$ cat config.mk
export PLATFORM = sky130hd
export DESIGN_NAME = mtff_ctrl
export DESIGN_NICKNAME = d
export VERILOG_FILES = /design/src/rtl/mtff_pkg.sv /design/src/rtl/mtff_ctrl.sv
export SDC_FILE = /design/constraint.sdc
export NUM_CORES = 1
export LEC_CHECK = 0
export ABC_AREA = 1
export BUFFER_PORTS_ARGS = -buffer_cell sky130_fd_sc_hd__buf_2
export CORE_AREA = 2 2 39 41
export CTS_BUF_LIST = sky130_fd_sc_hd__clkbuf_8
export CTS_CLUSTER_DIAMETER = 150
export DETAILED_ROUTE_END_ITERATION = 10
export DIE_AREA = 0 0 41 43
export GPL_TIMING_DRIVEN = 0
export PLACE_DENSITY_LB_ADDON = 0.15
export SLEW_MARGIN = 20
export SYNTH_ARGS = -nofsm -noshare
export SYNTH_HDL_FRONTEND = slang
export SYNTH_SLANG_ARGS = --single-unit
$ cat constraint.sdc
create_clock -name clk -period 1.6 [get_ports clk]
set_input_delay 0.32 -clock clk [delete_from_list [all_inputs] [get_ports clk]]
set_output_delay 0.32 -clock clk [all_outputs]
set_load 0.005 [all_outputs]
$ cat src/rtl/mtff_pkg.sv
`timescale 1ns / 1ps
// Shared constants, types and codes for the max-tree first-fit allocator.
// Depends on nothing; every other file of the block uses it.

package mtff_pkg;

    // Number of slots. It must be a power of two.
    localparam int MAX_SLOTS  = 1024;
    localparam int LEVELS     = $clog2(MAX_SLOTS);
    // A node number of the tree, leaves included (1 .. 2*MAX_SLOTS-1).
    localparam int NODE_W     = LEVELS + 1;
    // A memory row holds a sibling pair; row r holds nodes 2r and 2r+1.
    localparam int ROW_W      = LEVELS;
    localparam int AMT_W      = 32;
    localparam int ROW_DATA_W = 2 * AMT_W;
    localparam int SLOT_W     = 10;
    localparam int POS_W      = 11;
    localparam int ACTIVE_W   = 11;

    localparam logic [ACTIVE_W-1:0] ACTIVE_RESET = ACTIVE_W'(1024);

    localparam logic OP_LOAD    = 1'b0;
    localparam logic OP_REQUEST = 1'b1;

    typedef enum logic [2:0] {
        ST_CLEAR,
        ST_IDLE,
        ST_ROOT,
        ST_DESCEND,
        ST_UPDATE,
        ST_RESULT
    } state_t;

    // Commands from the controller to the datapath.
    typedef struct packed {
        logic take;         // item channel may accept a beat
        logic clear_step;   // zero one memory row
        logic read_root;    // root fits: start the descent at node 1
        logic no_fit;       // result position is zero
        logic descend_step; // choose a child of the current node
        logic update_step;  // write one row of the path and move up
        logic out_load;     // move the result into the output register
    } cmd_t;

    // Status from the datapath to the controller.
    typedef struct packed {
        logic item_valid;
        logic item_op;
        logic slot_ok;
        logic clear_last;
        logic root_fit;
        logic last_level;
        logic grant;
        logic top_row;
        logic out_free;
    } stat_t;

endpackage

$ cat src/rtl/mtff_ctrl.sv
`timescale 1ns / 1ps
// Controller of the allocator: sequences the clearing pass, the descent,
// the path update and the result beat. Depends on mtff_pkg.

module mtff_ctrl (
    input  logic            clk,
    input  logic            rst_n,
    input  mtff_pkg::stat_t stat,
    output mtff_pkg::cmd_t  cmd
);
    import mtff_pkg::*;

    state_t state_reg;
    state_t state_next;
    logic   is_req_reg;
    logic   is_req_next;

    always_ff @(posedge clk or negedge rst_n)
    begin
        if (!rst_n)
        begin
            state_reg  <= ST_CLEAR;
            is_req_reg <= 1'b0;
        end
        else
        begin
            state_reg  <= state_next;
            is_req_reg <= is_req_next;
        end
    end

    always_comb
    begin
        state_next  = state_reg;
        is_req_next = is_req_reg;
        cmd         = '0;
        unique case (state_reg)
            ST_CLEAR:
            begin
                cmd.clear_step = 1'b1;
                if (stat.clear_last)
                begin
                    state_next = ST_IDLE;
                end
            end
            ST_IDLE:
            begin
                cmd.take = 1'b1;
                if (stat.item_valid)
                begin
                    is_req_next = (stat.item_op == OP_REQUEST);
                    if (stat.item_op == OP_REQUEST)
                    begin
                        state_next = ST_ROOT;
                    end
                    else if (stat.slot_ok)
                    begin
                        state_next = ST_UPDATE;
                    end
                end
            end
            ST_ROOT:
            begin
                if (stat.root_fit)
                begin
                    cmd.read_root = 1'b1;
                    state_next    = ST_DESCEND;
                end
                else
                begin
                    cmd.no_fit = 1'b1;
                    state_next = ST_RESULT;
                end
            end
            ST_DESCEND:
            begin
                cmd.descend_step = 1'b1;
                if (stat.last_level)
                begin
                    state_next = stat.grant ? ST_UPDATE : ST_RESULT;
                end
            end
            ST_UPDATE:
            begin
                cmd.update_step = 1'b1;
                if (stat.top_row)
                begin
                    state_next = is_req_reg ? ST_RESULT : ST_IDLE;
                end
            end
            ST_RESULT:
            begin
                if (stat.out_free)
                begin
                    cmd.out_load = 1'b1;
                    state_next   = ST_IDLE;
                end
            end
            default:
            begin
                state_next = ST_IDLE;
            end
        endcase
    end

endmodule

==> results of run 1 <==
==> Yosys cell counts <==
master / count
dfrtp_1: 4
nand2_2: 4
nor4_1: 1
nor2_1: 8
o21bai_1: 1
inv_1: 8
a31oi_1: 1
nor2_4: 1
nand3_1: 6
nand4_1: 1
inv_2: 3
nand2_1: 9
o21ai_0: 1
inv_4: 1
a21oi_2: 1
a21oi_1: 2
nor2_2: 3
nand3b_1: 1
==> critical path, delay by kind of cell (launching register included) <==
kind                   cells  cell delay, ps
buffers and inverters      2             300
flip-flops                 1             440
AND/OR/NAND/NOR            2             230
==> through the flow <==
step                setup TNS (ps)   util
CTS                              0  0.369
detailed placement               0  0.332
finish                           0  0.370
global route                -0.285  0.370
global placement                 0  0.332
floorplan                        0      -
==> power by group through the flow <==
| stage | Clock (mW) | Combinational (mW) | Sequential [mW] |
|---|---|---|---|
| after CTS | 0.214 | 0.445 | 0.208 |
| after global routing | 0.224 | 0.502 | 0.219 |
| final | 0.205 | 0.436 | 0.209 |
| after floorplan | 0 | 0.332 | 0.193 |
| after global placement | 0 | 0.442 | 0.211 |
| after detailed placement | 0 | 0.440 | 0.208 |
==> cell type report <==
class,count,area (um2)
fillers,151,872
multi-input cells,40,206
flip-flops and latches,4,101
repair buffers,18,95.1
inverters,12,47.5
clock buffers,3,41.3
well taps,16,20.0
==> cells in the final DEF, fill, tap and decap left out, drive strengths merged <==
cell type / n
nand2: 13
nand3b: 1
dfrtp: 4
o21ai: 1
a31oi: 1
o21bai: 1
nand4: 1
nand3: 6
inv: 12
buf: 17
clkbuf: 3
dlygate4sd3: 1
nor2: 12
nor4: 1
a21oi: 3
==> logic make-up after synthesis <==
group | synth area share
AOI/OAI and AO/OA | 0.106
buffers and inverters | 0.134
DFF | 0.283
and+or+nand+nor | 0.477
==> routing by layer <==
layer	routed length (um)	share of wire
met3	32	0.040
met2	386	0.48
met1	383	0.48
met5	0	0
met4	0	0
==> what timing repair did <==
action                                  CTS  global route
endpoints found under the setup margin    0             4
hold endpoints to repair                  4             0
gates resized for setup                   0             1
setup buffers                             0             0
hold buffers                              1             0
==> path summary, 6_finish.rpt <==
path | start | endpoint | depth (start not counted)
setup / recovery | state_reg[2]$_DFFE_PN0P_ | cmd[6] | 4
hold / removal | stat[8] | is_req_reg$_DFFE_PN0P_ | 2
setup reg to reg | state_reg[1]$_DFFE_PN0P_ | state_reg[0]$_DFFE_PN0P_ | 6
hold reg to reg | state_reg[0]$_DFFE_PN0P_ | state_reg[0]$_DFFE_PN0P_ | 2
max in group asynchronous | rst_n | state_reg[0]$_DFFE_PN0P_ | 2
min in group asynchronous | rst_n | state_reg[1]$_DFFE_PN0P_ | 2
==> metrics, run 1 <==
outcome finished clean; first-pass GRT wire length 1.20 mm; GR peak layer met2; CTS Buffer Depth 2; Cell Chain, Critical Path inv_2 -> nand2_2 -> nor2_2 -> buf_2; Max stage delay on crit path 440 ps; worst setup margin 93.5 ps; Final GP Congestion 0.693; CTS tree yes; reg2reg setup slack 360 ps; CTS clk-pin slew, worst paths 30 ps; # clock sinks 4; mean post-synth cell area 6.32 um2; Setup Viol. Count Final 0; routed len/inst 8.61 um; maxcap violations 0; CP max stage cell dfrtp_1; WP data arrival 1190 ps; row cnt 14; clock group share of total power 0.241; switching power 362 uW; Leakage 0.294 nW; switching part of the total power 0.426; drc violations 0; syn_nets 67; Syn. warnings 0; Pwr Total 850 uW; Hold Vio Cnt, Final 0; Final Skew 1.28 ps; placed cells 89; Iteration-0 DRC Markers 10; Comb pwr share 0.513; M3 GR Usage 0.0157; IO Pins 18; largest area contributor in the netlist dfrtp_1; pre-CTS WS 307 ps; design area 512 um2; CP Launch Type flip-flop; M1 GR Usage 0.134; core area 1380 um2; number of global-route vias before repair 312; GRT Total Usage 0.105; Die Ht 43 um; share of cells above drive strength 1 0.442; Post-Route WL 801 um; die width 41 um; crit path max fanout 7; CTS root buffer clkbuf_8; Slew Viols, Final 0; Tmin final 1510 ps; Cell variety after synth 18; grt met2 use 0.141; Via Count 397; H-tree levels 1; Period Utilization, post-route 0.942; Initial Util 0.256; hold slack 335 ps; Fmax 664 MHz; max reg flops 3; vias per cell 4.27; Peak VDD IR 0.626 mV; Crit. End Element output pin; post-route ant nets 0; DIE AREA 1760 um2; first-pass iteration count of the detailed router 3; detailed placement HPWL 652 um; Slew @ Worst Pin 279 ps; Port-buffer cells 17; fin cells 93; nets 90; placed cell area 459 um2; Internal 488 uW; Max-slew headroom 0.813; largest net degree at the start of global routing 8; Synth Register Bits 4; Syn-to-layout area delta 44.5%; sequential area share after synthesis 0.283; post-synth top area share 0.283; Power per Cell Area 1660 nW/um2; cell count after synthesis 56; # diodes 0; worst path required time 1280 ps; worst-skew pair later-pin latency 210 ps; critical path class flip-flop to output pin; worst min path class primary input to flip-flop; initial antenna violation count 0; gr ovfl total 0; cts bufs inserted 3; RSZ-0062 raised after global routing true; synthesized area 354 um2; top cells by area, synth dfrtp_1 (28%), nand2_1 (9.5%), nand3_1 (8.5%); Reg power frac 0.245
Note: power is estimated with default switching activity, not from simulation.
==> inputs of run 2 (changes only) <==
- PLACE_DENSITY: unset -> 0.59
- PLACE_DENSITY_LB_ADDON: 0.15 -> unset
==> run 2 against run 1 <==
Effect of this change:
- fmax is 0.30% higher
- critical path depth stayed put
- power is 1.2% higher
- clock-buffer cell count stayed put
- first-iteration DRC count is 40% lower
- setup slack better by 4.4 ps
- sequential power hardly changed
- combinational power is 3% higher
- critical path type unchanged
- largest cell class unchanged
==> metrics, run 2 (same netlist as run 1, synthesis figures left out) <==
outcome finished clean; Setup Viol. Count Final 0; hold depth 2; H-tree levels 1; Slew Viols, Final 0; Tmin final 1500 ps; Final Skew 0.201 ps; Syn-to-layout area delta 46.6%; hold path start stat[8]; Internal 498 uW; worst path required time 1280 ps; CTS Buffer Depth 2; switching part of the total power 0.421; worst min path class primary input to flip-flop; gr ovfl total 0; Iteration-0 DRC Markers 6; Power per Cell Area 1660 nW/um2; final setup TNS 0 ps; Via Count 402; met2 WL 382 um; RR Startpoint state_reg[1]$_DFFE_PN0P_; WP data arrival 1180 ps; Comb pwr share 0.520; detailed placement HPWL 654 um; Slew @ Worst Pin 294 ps; first-pass GRT wire length 1.26 mm; Pwr Total 860 uW; Port-buffer cells 17; GRT Total Usage 0.109; Top cell by count, worst path nor2_1; number of global-route vias before repair 329; maxcap violations 0; most common cell after layout, fill and taps aside buf_2; end of the worst register-to-register path state_reg[1]$_DFFE_PN0P_; Initial Util 0.256; first-pass iteration count of the detailed router 3; IO Pins 18; critical path class flip-flop to output pin; share of cells above drive strength 1 0.449; uppermost layer routed met3; post-route ant nets 0; CTS clk-pin slew, worst paths 30 ps; clock group share of total power 0.238; crit path max fanout 7; Hold Vio Cnt, Final 0; largest net degree at the start of global routing 8; Die Ht 43 um; Post-Route WL 779 um; worst setup margin 98.0 ps; R2R depth 6; Leakage 0.298 nW; metal3 WL 49 um; routed len/inst 8.29 um; fin cells 94; pre-CTS WS 296 ps; reg2reg setup slack 350 ps; RSZ-0062 raised after global routing false; CTS root buffer clkbuf_8; crit path buf inv count 2; Reg power frac 0.242; worst-skew pair later-pin latency 210 ps; DIE AREA 1760 um2; leading cell types in the layout, fill and taps excluded buf_2 (17), nand2_1 (9), nor2_1 (8), inv_1 (8), nand3_1 (6); Util after Layout 0.375; Top delay family on crit path flip-flops; Crit. End Element output pin; CP Launch Type flip-flop; Fmax 666 MHz; Hold EP is_req_reg$_DFFE_PN0P_; Peak VDD IR 0.550 mV; cts bufs inserted 3; core area 1380 um2; initial antenna violation count 0; row cnt 14; # diodes 0; Period Utilization, post-route 0.939; vias per cell 4.28; CP max stage cell dfrtp_1; drc violations 0; Final GP Congestion 0.676; Max stage delay on crit path 440 ps; die width 41 um; placed cells 89; switching power 362 uW; nets 91; CTS tree yes; # clock sinks 4; Cell Chain, Critical Path nor2_1 -> inv_2 -> nor2_1 -> buf_2; DRT met1 WL 347 um; max reg flops 3; Max-slew headroom 0.803
## run 2: cell types whose count changed in the layout (fill, tap and decap cells not counted)
cell   before  now
buf_4       0    1
## run 2: worst max path at each step
stage	cells past startpoint	slack [ps]	end	startpoint
final	4	100	cmd[5]	state_reg[1]$_DFFE_PN0P_
after global routing	4	6	cmd[6]	state_reg[2]$_DFFE_PN0P_
after CTS	4	70	cmd[5]	state_reg[0]$_DFFE_PN0P_
after detailed placement	4	300	cmd[5]	state_reg[0]$_DFFE_PN0P_
after global placement	4	300	cmd[5]	state_reg[0]$_DFFE_PN0P_
after floorplan	2	480	cmd[0]	state_reg[0]$_DFFE_PN0P_
## run 2: cell type report
class	instances	area, um2
Multi-Input combinational cell	40	206
Tap cell	16	20.0
Clock buffer	3	41.3
Fill cell	163	865
Sequential cell	4	101
Timing Repair Buffer	19	103
Inverter	12	47.5
## run 2: per-layer routing
metal,GRT usage,vias to the layer above
li1,-,220
met1,0.134,172
met2,0.153,10
met3,0.0314,0
met4,0.0800,0
met5,0,-
## run 2: metrics by stage
step	hold WS, ps	cell area [um2]
after floorplan	24.4	354
after global placement	126	459
after detailed placement	130	459
after CTS	332	510
after global routing	346	519
final	331	519
## run 2: what timing repair did
item / CTS / global route
hold endpoints to repair: 4 / 0
gates resized for setup: 0 / 1
setup buffers: 0 / 1
endpoints found under the setup margin: 0 / 4
hold buffers: 1 / 0
## run 2: worst reg2reg max path, delay by kind of cell, from the launching register on
family                 cells  cell delay (ps)
buffers and inverters      1               50
and+or+nand+nor            5              660
DFF                        1              440
## run 2: power by group through the flow
stage | logic (mW) | clock network [mW] | registers [mW]
2_1_floorplan | 0.332 | 0 | 0.193
3_3_place_gp | 0.438 | 0 | 0.209
3_5_place_dp | 0.439 | 0 | 0.207
4_1_cts | 0.443 | 0.212 | 0.206
5_1_grt | 0.517 | 0.221 | 0.221
6_report | 0.447 | 0.205 | 0.208
==> inputs of run 3 (changes only) <==
- SETUP_SLACK_MARGIN: unset -> 0.2
==> run 3 against run 2 <==
Effect of this change:
- sequential cell count unchanged
- sequential power up 3%
- non-clock buffer count up 6
- cell count up 6.4%
- critical path type unchanged
- critical endpoint is now cmd[0]
- highest routed layer unchanged
==> metrics, run 3 (same netlist as run 1, synthesis figures left out) <==
design area 601 um2; switching part of the total power 0.409; critical path class flip-flop to output pin; Pwr Total 1.05 mW; Slew Viols, Final 0; die width 41 um; initial antenna violation count 0; Via Count 435; switching power 428 uW; Syn-to-layout area delta 69.6%; row cnt 14; CP Launch Type flip-flop; Max-slew headroom 0.867; Reg power frac 0.205; outcome finished clean; Multi-input gate area 225 um2; WP data arrival 1070 ps; clock group share of total power 0.196; CTS tree yes; Util after Layout 0.434; Die Ht 43 um; R2R depth 9; routed len/inst 9.46 um; detailed placement HPWL 654 um; worst-skew pair later-pin latency 210 ps; RSZ-0062 raised after global routing true; drc violations 0; Fmax 717 MHz; gr ovfl total 0; Final GP Congestion 0.676; maxcap violations 0; CP max stage cell dfrtp_2; Iteration-0 DRC Markers 5; DIE AREA 1760 um2; most common cell after layout, fill and taps aside buf_2; Tmin final 1390 ps; share of cells above drive strength 1 0.548; Cell Chain, Critical Path nor4_2 -> buf_2; max reg flops 3; worst path required time 1280 ps; Period Utilization, post-route 0.871; post-route ant nets 0; nets 97; Max stage delay on crit path 460 ps; Slew @ Worst Pin 197 ps; first-pass iteration count of the detailed router 3; GRT Total Usage 0.131; cts bufs inserted 3; # clock sinks 4; Port-buffer cells 17; largest net degree at the start of global routing 8; CTS clk-pin slew, worst paths 30 ps; placed cell area 459 um2; Sequential cell area 104 um2; Internal 618 uW; H-tree levels 1; Post-Route WL 946 um; CTS root buffer clkbuf_8; Setup Viol. Count Final 0; pre-CTS WS 296 ps; crit path max fanout 6; worst min path class primary input to flip-flop; vias per cell 4.35; hold depth 2; Crit. End Element output pin; Hold Vio Cnt, Final 0; core area 1380 um2; first-pass GRT wire length 1.50 mm; # diodes 0; Initial Util 0.256; leading cell types in the layout, fill and taps excluded buf_2 (17), nand2_1 (9), nor2_1 (7), inv_1 (7); CTS Buffer Depth 2; final setup TNS 0 ps; number of global-route vias before repair 370; IO Pins 18; Comb pwr share 0.598; FILL cells 161; Power per Cell Area 1740 nW/um2; Final Skew 0.201 ps; worst setup margin 206 ps; Leakage 0.331 nW; Peak VDD IR 0.517 mV
[run 3: changes by cell type in the layout (fill, tap and decap cells not counted), moves of 2 or more]
cell,delta
nor2_4,+2
dfrtp_2,+2
buf_4,+5
dfrtp_1,-2
[run 3: area by class of cell]
class | count | area share
Timing Repair Buffer | 25 | 0.267
Sequential cell | 4 | 0.173
Clock buffer | 3 | 0.0687
Multi-Input combinational cell | 40 | 0.375
Tap cell | 16 | 0.0333
Inverter | 12 | 0.0833
[run 3: metrics by stage]
| step | cells | hold WS [ps] |
|---|---|---|
| finish | 100 | 333 |
| global route | 100 | 346 |
| global placement | 89 | 126 |
| floorplan | 56 | 24.4 |
| detailed placement | 89 | 130 |
| CTS | 97 | 332 |
[run 3: power by group through the flow]
stage | combinational (mW) | sequential [mW] | clock, mW
after floorplan | 0.332 | 0.193 | 0
after global placement | 0.438 | 0.209 | 0
after detailed placement | 0.439 | 0.207 | 0
after CTS | 0.548 | 0.209 | 0.212
after global routing | 0.705 | 0.223 | 0.221
final | 0.626 | 0.215 | 0.205
[run 3: layer usage]
metal | track usage | part of all wire
met1 | 0.137 | 0.40
met2 | 0.219 | 0.56
met3 | 0.0314 | 0.044
met4 | 0.0800 | 0
met5 | 0 | 0
[run 3: final timing paths]
check,start,slack [ps],end
max,state_reg[1]$_DFFE_PN0P_,210,cmd[0]
min,stat[8],330,is_req_reg$_DFFE_PN0P_
max reg2reg,state_reg[0]$_DFFE_PN0P_,350,state_reg[0]$_DFFE_PN0P_
min reg2reg,is_req_reg$_DFFE_PN0P_,560,is_req_reg$_DFFE_PN0P_
max in group asynchronous,rst_n,1030,state_reg[1]$_DFFE_PN0P_
min in group asynchronous,rst_n,440,is_req_reg$_DFFE_PN0P_
[run 3: critical path: cells and delay by family, from the launching register on]
family / cells / cell delay, ps
DFF: 1 / 460
buffers and inverters: 1 / 140
and+or+nand+nor: 1 / 260
[run 3: what timing repair did]
| item | CTS | global route |
|---|---|---|
| cloned | 0 | 0 |
| pin swaps | 1 | 2 |
| setup buffers | 4 | 3 |
| hold buffers | 1 | 0 |
| setup endpoints to repair | 6 | 7 |
| endpoints found under the hold margin | 4 | 0 |
| gates resized for setup | 7 | 2 |
